`config.mk`:
```
export PLATFORM = sky130hd
export DESIGN_NAME = two_byte_supply_message_receiver
export DESIGN_NICKNAME = d
export VERILOG_FILES = /design/src/hw/rtl/tbsmr_pkg.sv /design/src/hw/rtl/two_byte_supply_message_receiver.sv /design/src/hw/rtl/tbsmr_decode.sv
export VERILOG_INCLUDE_DIRS = /design/src /design/src/hw/rtl
export SDC_FILE = /design/constraint.sdc
export NUM_CORES = 1
export LEC_CHECK = 0
export BUFFER_PORTS_ARGS = -buffer_cell sky130_fd_sc_hd__buf_2
export CAP_MARGIN = 10
export CORE_ASPECT_RATIO = 1.4
export CORE_UTILIZATION = 57
export CTS_CLUSTER_DIAMETER = 100
export DETAILED_ROUTE_END_ITERATION = 8
export PLACE_DENSITY = 0.84
export SKIP_LAST_GASP = 1
export SLEW_MARGIN = 10
export SYNTH_ARGS = -nofsm -noshare
export SYNTH_HDL_FRONTEND = slang
export SYNTH_SLANG_ARGS = --single-unit
```
`constraint.sdc`:
```
create_clock -name clock -period 15.3 [get_ports clock]
set_input_delay 3.06 -clock clock [delete_from_list [all_inputs] [get_ports clock]]
set_output_delay 3.06 -clock clock [all_outputs]
set_load 0.02 [all_outputs]
```
`src/hw/rtl/two_byte_supply_message_receiver_defines.svh`:
```
// assertion macros for the two-byte supply message receiver
// no dependencies; empty bodies when SYNTHESIS is defined
`ifndef TWO_BYTE_SUPPLY_MESSAGE_RECEIVER_DEFINES_SVH
`define TWO_BYTE_SUPPLY_MESSAGE_RECEIVER_DEFINES_SVH
`ifndef SYNTHESIS
`define TBSMR_ASSERT_IMP(label, clk, rst, ante, cons) \
   label: assert property (@(posedge clk) disable iff (rst) (ante) |-> (cons)) \
      else $error("tbsmr same-cycle check failed");
`define TBSMR_ASSERT_NXT(label, clk, rst, ante, cons) \
   label: assert property (@(posedge clk) disable iff (rst) (ante) |=> (cons)) \
      else $error("tbsmr next-cycle check failed");
`else
`define TBSMR_ASSERT_IMP(label, clk, rst, ante, cons)
`define TBSMR_ASSERT_NXT(label, clk, rst, ante, cons)
`endif
`endif

```
`src/hw/rtl/tbsmr_pkg.sv`:
```
// shared types and constants for the two-byte supply message receiver
// no dependencies
package tbsmr_pkg;

   localparam int unsigned CurrentWidth = 35;
   localparam int unsigned PointWidth   = 10;

   // result kinds
   localparam logic [2:0] KIND_UNFRAMED   = 3'd0;
   localparam logic [2:0] KIND_STARTED    = 3'd1;
   localparam logic [2:0] KIND_STOPPED    = 3'd2;
   localparam logic [2:0] KIND_STOP_FAULT = 3'd3;
   localparam logic [2:0] KIND_COMM_FAULT = 3'd4;
   localparam logic [2:0] KIND_CUR_OK     = 3'd5;
   localparam logic [2:0] KIND_CUR_BAD    = 3'd6;

   // register indexes
   localparam logic [2:0] REG_STARTED_CODE    = 3'd0;
   localparam logic [2:0] REG_STOPPED_CODE    = 3'd1;
   localparam logic [2:0] REG_STOP_FAULT_CODE = 3'd2;
   localparam logic [2:0] REG_COMM_FAULT_CODE = 3'd3;
   localparam logic [2:0] REG_ZERO_POINT      = 3'd4;
   localparam logic [2:0] REG_CURRENT_STEP    = 3'd5;
   localparam logic [2:0] REG_FRAMING_MASK    = 3'd6;

   // complement check and scale point masks
   localparam logic [7:0] CHECK_HIGH_MASK = 8'hF0;
   localparam logic [7:0] CHECK_LOW_MASK  = 8'h1E;
   localparam logic [9:0] POINT_LOW_MASK  = 10'h0E0;
   localparam logic [9:0] POINT_HIGH_MASK = 10'h0FE;

   typedef struct packed {
      logic [15:0] started_code;
      logic [15:0] stopped_code;
      logic [15:0] stop_fault_code;
      logic [15:0] comm_fault_code;
      logic [9:0]  zero_point;
      logic [23:0] current_step;
      logic [7:0]  framing_mask;
   } cfg_type;

   typedef struct packed {
      logic [2:0]                     kind;
      logic [PointWidth-1:0]          scale_point;
      logic signed [CurrentWidth-1:0] current_value;
   } decode_type;

endpackage

```
`src/hw/rtl/two_byte_supply_message_receiver.sv`:
```
// Two-byte supply message receiver.
// Request channel: one received byte per transfer on req_rx_byte (req_valid,
// req_stall). Result channel: one result per completed two-byte message on
// the rsp_ ports (rsp_valid, rsp_stall). Configuration: csr_valid/csr_ready
// write port, csr_index selects the register, csr_wdata carries the value;
// csr_ready is always high and unknown indexes are ignored.
// A byte is taken into an input register; from there, once it may advance,
// it updates the framing state and, when it completes a message, is
// classified, scaled and loaded into the result register, which drives
// result valid. One byte is taken every cycle while req_stall is low;
// the input register holds a message-completing byte only while the
// result register is full and stalled, so req_stall rises one byte behind
// a stalled result.
// Reset clears framing state, flags, the bad run count and both valid
// registers, and loads register defaults (zero point 512, step 1.0,
// framing mask 1).
`include "two_byte_supply_message_receiver_defines.svh"
module two_byte_supply_message_receiver (
   input  logic        clock,
   input  logic        reset,
   input  logic        req_valid,
   output logic        req_stall,
   input  logic [7:0]  req_rx_byte,
   output logic        rsp_valid,
   input  logic        rsp_stall,
   output logic [2:0]  rsp_msg_kind,
   output logic signed [34:0] rsp_current_value,
   output logic [9:0]  rsp_scale_point,
   output logic        rsp_partial_dropped,
   output logic        rsp_supply_started,
   output logic        rsp_stop_failed,
   output logic        rsp_link_failed,
   output logic [15:0] rsp_bad_run,
   input  logic        csr_valid,
   output logic        csr_ready,
   input  logic [2:0]  csr_index,
   input  logic [23:0] csr_wdata
);
   import tbsmr_pkg::*;

   cfg_type     cfg_ff, cfg_in;
   decode_type  dec;

   logic        s1_valid_ff, s1_valid_in;
   logic [7:0]  s1_byte_ff;

   logic        have_first_ff, have_first_in;
   logic [7:0]  first_byte_ff, first_byte_in;
   logic        start_seen_ff, start_seen_in;
   logic        drop_pending_ff, drop_pending_in;
   logic        started_ff, started_in;
   logic        stop_fault_ff, stop_fault_in;
   logic        comm_fault_ff, comm_fault_in;
   logic [15:0] bad_count_ff, bad_count_in;

   logic        rsp_valid_ff, rsp_valid_in;
   logic [2:0]  kind_ff, kind_in;
   logic signed [CurrentWidth-1:0] current_ff, current_in;
   logic [PointWidth-1:0] point_ff, point_in;
   logic        dropped_ff, dropped_in;

   logic        is_start, emits, advance, load_rsp;

   // configuration writes
   assign csr_ready = 1'b1;
   always_comb begin
      cfg_in = cfg_ff;
      if (csr_valid && csr_ready) begin
         case (csr_index)
            REG_STARTED_CODE:    cfg_in.started_code    = csr_wdata[15:0];
            REG_STOPPED_CODE:    cfg_in.stopped_code    = csr_wdata[15:0];
            REG_STOP_FAULT_CODE: cfg_in.stop_fault_code = csr_wdata[15:0];
            REG_COMM_FAULT_CODE: cfg_in.comm_fault_code = csr_wdata[15:0];
            REG_ZERO_POINT:      cfg_in.zero_point      = csr_wdata[9:0];
            REG_CURRENT_STEP:    cfg_in.current_step    = csr_wdata;
            REG_FRAMING_MASK:    cfg_in.framing_mask    = csr_wdata[7:0];
            default:             cfg_in = cfg_ff;
         endcase
      end
   end

   tbsmr_decode u_decode (
      .first_byte  (first_byte_ff),
      .second_byte (s1_byte_ff),
      .cfg         (cfg_ff),
      .dec         (dec)
   );

   // handshake and stage movement
   assign is_start  = (s1_byte_ff & cfg_ff.framing_mask) == 8'h00;
   assign emits     = !is_start && have_first_ff;
   assign advance   = s1_valid_ff && (!emits || !rsp_valid_ff || !rsp_stall);
   assign load_rsp  = advance && emits;
   assign req_stall = s1_valid_ff && !advance;
   assign s1_valid_in = req_valid ? 1'b1 : (s1_valid_ff && !advance);

   // framing state and flags
   always_comb begin
      have_first_in   = have_first_ff;
      first_byte_in   = first_byte_ff;
      start_seen_in   = start_seen_ff;
      drop_pending_in = drop_pending_ff;
      started_in      = started_ff;
      stop_fault_in   = stop_fault_ff;
      comm_fault_in   = comm_fault_ff;
      bad_count_in    = bad_count_ff;
      kind_in         = KIND_UNFRAMED;
      current_in      = '0;
      point_in        = '0;
      dropped_in      = drop_pending_ff;
      if (advance) begin
         if (is_start) begin
            if (have_first_ff) begin
               drop_pending_in = 1'b1;
            end
            start_seen_in = 1'b1;
            have_first_in = 1'b1;
            first_byte_in = s1_byte_ff;
         end else if (!have_first_ff) begin
            have_first_in = 1'b1;
            first_byte_in = s1_byte_ff;
         end else begin
            have_first_in   = 1'b0;
            drop_pending_in = 1'b0;
            if (start_seen_ff) begin
               start_seen_in = 1'b0;
               kind_in       = dec.kind;
               current_in    = dec.current_value;
               point_in      = dec.scale_point;
               case (dec.kind)
                  KIND_STARTED:    started_in    = 1'b1;
                  KIND_STOPPED:    started_in    = 1'b0;
                  KIND_STOP_FAULT: stop_fault_in = 1'b1;
                  KIND_COMM_FAULT: comm_fault_in = 1'b1;
                  KIND_CUR_OK:     bad_count_in  = '0;
                  KIND_CUR_BAD: begin
                     if (bad_count_ff != 16'hFFFF) begin
                        bad_count_in = bad_count_ff + 16'd1;
                     end
                  end
                  default:         bad_count_in  = bad_count_ff;
               endcase
            end
         end
      end
   end

   assign rsp_valid_in = load_rsp ? 1'b1 : (rsp_valid_ff && rsp_stall);

   always_ff @(posedge clock) begin
      if (reset) begin
         cfg_ff          <= '{started_code: 16'h0000, stopped_code: 16'h0000,
                              stop_fault_code: 16'h0000, comm_fault_code: 16'h0000,
                              zero_point: 10'd512, current_step: 24'd65536,
                              framing_mask: 8'h01};
         s1_valid_ff     <= 1'b0;
         have_first_ff   <= 1'b0;
         first_byte_ff   <= 8'h00;
         start_seen_ff   <= 1'b0;
         drop_pending_ff <= 1'b0;
         started_ff      <= 1'b0;
         stop_fault_ff   <= 1'b0;
         comm_fault_ff   <= 1'b0;
         bad_count_ff    <= '0;
         rsp_valid_ff    <= 1'b0;
      end else begin
         cfg_ff          <= cfg_in;
         s1_valid_ff     <= s1_valid_in;
         have_first_ff   <= have_first_in;
         first_byte_ff   <= first_byte_in;
         start_seen_ff   <= start_seen_in;
         drop_pending_ff <= drop_pending_in;
         started_ff      <= started_in;
         stop_fault_ff   <= stop_fault_in;
         comm_fault_ff   <= comm_fault_in;
         bad_count_ff    <= bad_count_in;
         rsp_valid_ff    <= rsp_valid_in;
      end
   end

   // payload registers
   always_ff @(posedge clock) begin
      if (req_valid && !req_stall) begin
         s1_byte_ff <= req_rx_byte;
      end
      if (load_rsp) begin
         kind_ff    <= kind_in;
         current_ff <= current_in;
         point_ff   <= point_in;
         dropped_ff <= dropped_in;
      end
   end

   // flags and run count are live state; they only move on a result load
   assign rsp_valid           = rsp_valid_ff;
   assign rsp_msg_kind        = kind_ff;
   assign rsp_current_value   = current_ff;
   assign rsp_scale_point     = point_ff;
   assign rsp_partial_dropped = dropped_ff;
   assign rsp_supply_started  = started_ff;
   assign rsp_stop_failed     = stop_fault_ff;
   assign rsp_link_failed     = comm_fault_ff;
   assign rsp_bad_run         = bad_count_ff;

   // flag state that sits behind a held result must not move under it
   `TBSMR_ASSERT_NXT(a_flags_hold, clock, reset, rsp_valid_ff && rsp_stall, $stable(bad_count_ff) && $stable(started_ff) && $stable(stop_fault_ff) && $stable(comm_fault_ff))
   `TBSMR_ASSERT_IMP(a_zero_unless_ok, clock, reset, rsp_valid_ff && (kind_ff != KIND_CUR_OK), (current_ff == '0) && (point_ff == '0))
   `TBSMR_ASSERT_IMP(a_bad_counted, clock, reset, rsp_valid_ff && (kind_ff == KIND_CUR_BAD), bad_count_ff != 16'h0000)
   `TBSMR_ASSERT_IMP(a_started_flag, clock, reset, rsp_valid_ff && (kind_ff == KIND_STARTED), started_ff)
   `TBSMR_ASSERT_IMP(a_fault_flags, clock, reset, rsp_valid_ff && ((kind_ff == KIND_STOP_FAULT) || (kind_ff == KIND_COMM_FAULT)), stop_fault_ff || comm_fault_ff)

endmodule

```
`src/hw/rtl/tbsmr_decode.sv`:
```
// classifies one framed two-byte message and scales a current reading
// depends on tbsmr_pkg
module tbsmr_decode (
   input  logic [7:0]           first_byte,
   input  logic [7:0]           second_byte,
   input  tbsmr_pkg::cfg_type   cfg,
   output tbsmr_pkg::decode_type dec
);
   import tbsmr_pkg::*;

   logic [15:0]              code;
   logic [7:0]               check;
   logic [PointWidth-1:0]    point;
   logic signed [PointWidth:0] diff;
   logic signed [CurrentWidth:0] product;

   assign code  = {first_byte, second_byte};
   assign check = (second_byte & CHECK_HIGH_MASK) ^ ((first_byte & CHECK_LOW_MASK) << 3);
   assign point = ((({2'b00, first_byte}) & POINT_LOW_MASK) >> 5)
                | ((({2'b00, second_byte}) & POINT_HIGH_MASK) << 2);
   assign diff    = $signed({1'b0, point}) - $signed({1'b0, cfg.zero_point});
   assign product = diff * $signed({1'b0, cfg.current_step});

   always_comb begin
      dec.kind          = KIND_CUR_BAD;
      dec.scale_point   = '0;
      dec.current_value = '0;
      if (code == cfg.started_code) begin
         dec.kind = KIND_STARTED;
      end else if (code == cfg.stopped_code) begin
         dec.kind = KIND_STOPPED;
      end else if (code == cfg.stop_fault_code) begin
         dec.kind = KIND_STOP_FAULT;
      end else if (code == cfg.comm_fault_code) begin
         dec.kind = KIND_COMM_FAULT;
      end else if (check == CHECK_HIGH_MASK) begin
         dec.kind          = KIND_CUR_OK;
         dec.scale_point   = point;
         dec.current_value = product[CurrentWidth-1:0];
      end
   end

endmodule
```
==> flow_summary.yaml <==
synthesis:
  ys_seq_area_frac: 0.263
  synth_top_family_by_area: "adder cells"
  synth_top_area_frac: 0.234
  synthDistinctLibCells: 67
  synthAdderAreaFrac: 0.311
  synth_compound_area_frac: 0.0853
  synth_warnings: 0
  syn_nets: 2283
  synthTopCellsByArea: "fa_1 (23%), dfxtp_1 (16%), edfxtp_1 (10%)"
  synth_cells: 1940
  synthArstFlopShare: 0
  ys.flop_type: "dfxtp_1"
  synth_mux_area_frac: 0.00118
  syn_area_um2: 17000
  synth_xor_area_frac: 0.0567
  synth_top_cell_by_area: "fa_1"
  synth_edf_count: 57
  synth-simple-area-share: 0.198
  avgSynthCellArea_um2: 8.76
  synth_seq_cells: 195
clocking:
  cts_resized: 0
  clockBufferDepth: 2
  tritoncts: "yes"
  numCtsBuffers: 17
  cts_sinks: 195
  h-tree-depth: 4
  clock-root-buffer: "clkbuf_16"
  postCtsSetupRepairBufs: 0
  cts_hold_buf: 0
  clkTransAtPathRegs_ps: 80
  insertion_delay_ps: 460
sta:
  period_needed_ps: 8540
  slew_violations: 0
  setup_viol: 0
  slew_headroom: 0.152
  skew_ps: 11.5
  rsz0062_at_grt: "false"
  clock.fmax_ghz: 0.117
  timing.final.crit_share: 0.558
  worstMarginPinSlew_ps: 1260
  setup_ws_ps: 6760
  hold_viol: 0
  tns_ps: 0
final_layout:
  drive_gt1_frac: 0.0947
  area_growth_pct: 7.95
  antenna_cells: 0
  finish.utilization: 0.627
  final_cell_mix: "nand2_1 (358), inv_1 (271), fa_1 (199), a21oi_1 (138), dfxtp_1 (138)"
  mostFrequentLayoutCell: "nand2_1"
  finalNetCount: 2325
critical_path:
  cp-end-kind: "flop"
  crit_fanout: 24
  critPathKind: "flop to flop"
  cp.arrival_ps: 8720
  cp.required_ps: 15490
  start_kind: "flop"
  cp_common_cell: "fa_1"
  slowest_stage: "xor2_2"
  slowest_delay_ps: 840
pwr:
  p_switching_uw: 612
  power_density_nw_per_um2: 89.3
  p_int_mw: 1.03
  p_sw_frac: 0.374
  leakage_nw: 7.70
  p_seq_frac: 0.343
  clkPwrFrac: 0.291
  irDropWorstVdd_v: 0.0000972
  power_mw: 1.64
  p_comb_frac: 0.367
route:
  drt_iter0_drc: 820
  via_per_inst: 5.64
  drc: 0
  dr.pass1.iters: 5
  ant_nets: 0
  wl_per_cell_um: 17.3
  via_count: 13400
  drt-total-wl_mm: 41.0
place:
  dp_hpwl_mm: 30.6
  io_buffers: 109
  place_worst_setup_slack_ps: 6980
  gp_congestion: 0.922
grt:
  grt_use_total: 0.285
  gr-total-overflow: 0
  antenna_found_initial: 0
  first_global_vias: 14200
  grt_max_degree: 115
  grt_pass1_wl_mm: 67.6
hold_path:
  hold_class: "flop to flop"
die:
  core_um2: 29300
  start_util: 0.581
  die_h_um: 206
  ios: 111
  die_area_um2: 30500
  fp.dieW_um: 148
  rows: 74
job:
  maxCapViolations: 0
outcome:
  status: "finished, final reports clean"
-- final timing paths --
kind | to | start | cells after the start | slack, ps
max reg2reg | rsp_current_value[33]$_SDFFCE_PP0P_ | first_byte_ff[6]$_SDFFE_PP0P_ | 28 | 6760
max | rsp_current_value[33]$_SDFFCE_PP0P_ | first_byte_ff[6]$_SDFFE_PP0P_ | 28 | 6760
min | rsp_partial_dropped$_DFFE_PP_ | drop_pending_ff$_SDFFE_PP0P_ | 0 | 450
min reg2reg | rsp_partial_dropped$_DFFE_PP_ | drop_pending_ff$_SDFFE_PP0P_ | 0 | 450
-- sequential cells by signal (all words and copies together), names as in the netlist, 3 cells and up --
signal and flops:
first_byte_ff 8, s1_byte_ff 8, rsp_msg_kind 3, rsp_bad_run 16
cfg_ff 106, rsp_current_value 35, rsp_scale_point 10
-- final cells by class --
cell class                      instances  area, um^2
Clock buffer                           20         468
Sequential cell                       195        4470
Tap cell                              380         475
Clock inverter                         12         148
Multi-Input combinational cell       1374       11100
Timing Repair Buffer                  123         657
Inverter                              271        1020
Fill cell                            2371       10900
-- synthesized netlist by cell type (3+ instances only) --
library cell	n
edfxtp_1	57
o21a_1	5
nand3_1	20
nand2_1	358
and4_1	3
a211o_1	3
o21ai_1	3
clkbuf_1	79
inv_1	271
a211oi_1	8
or2_2	12
nor4_4	3
and2_1	103
nand4_1	14
nor3_1	20
nor4_1	13
fa_1	199
a22oi_1	5
buf_2	14
ha_1	104
dfxtp_1	138
xnor2_1	65
a21o_1	17
buf_4	5
nor2_1	110
a31oi_1	10
o21bai_1	7
o21ai_0	20
nor2b_1	31
nor3_2	6
and3_1	4
xor2_1	45
nand2b_1	8
a21oi_1	138
-- power by group through the flow --
stage	combinational, mW	sequential, mW	clock, mW
5_1_grt	0.675	0.562	0.499
3_5_place_dp	0.589	0.572	0
6_report	0.601	0.561	0.476
3_3_place_gp	0.562	0.572	0
2_1_floorplan	0.451	0.561	0
4_1_cts	0.593	0.560	0.482
-- kinds of logic (layout without fill, tap and decap cells) --
| group | after synthesis | count (layout) |
|---|---|---|
| AOI/OAI and AO/OA | 241 | 241 |
| xor gates and xnor gates | 110 | 110 |
| adders and majority gates | 303 | 303 |
| buffers and inverters | 371 | 426 |
| DFF | 195 | 195 |
| muxes | 2 | 2 |
| other | 1 | 1 |
| and+or+nand+nor | 717 | 717 |
-- metal layers --
layer	wire length [um]	track usage	vias up
met5	0	0	-
met3	2580	0.0377	171
met4	2470	0.188	0
met2	21100	0.508	572
met1	14900	0.317	6488
li1	-	-	6167
-- critical path: cells and delay by family, from the launching register on --
kind / cells / cell delay [ps]
flops: 1 / 570
compound gates: 9 / 2260
fa+ha+maj: 7 / 3160
simple gates: 8 / 1260
buf+inv: 3 / 160
xor+xnor: 1 / 840
-- stage by stage --
stage,hold WS [ps],instance area (um^2),cells
CTS,456,18300,2374
finish,450,18300,2375
global route,474,18300,2375
global placement,436,17700,2342
floorplan,408,17000,1940
detailed placement,439,17700,2342
Power figures use the tool's default switching activity.
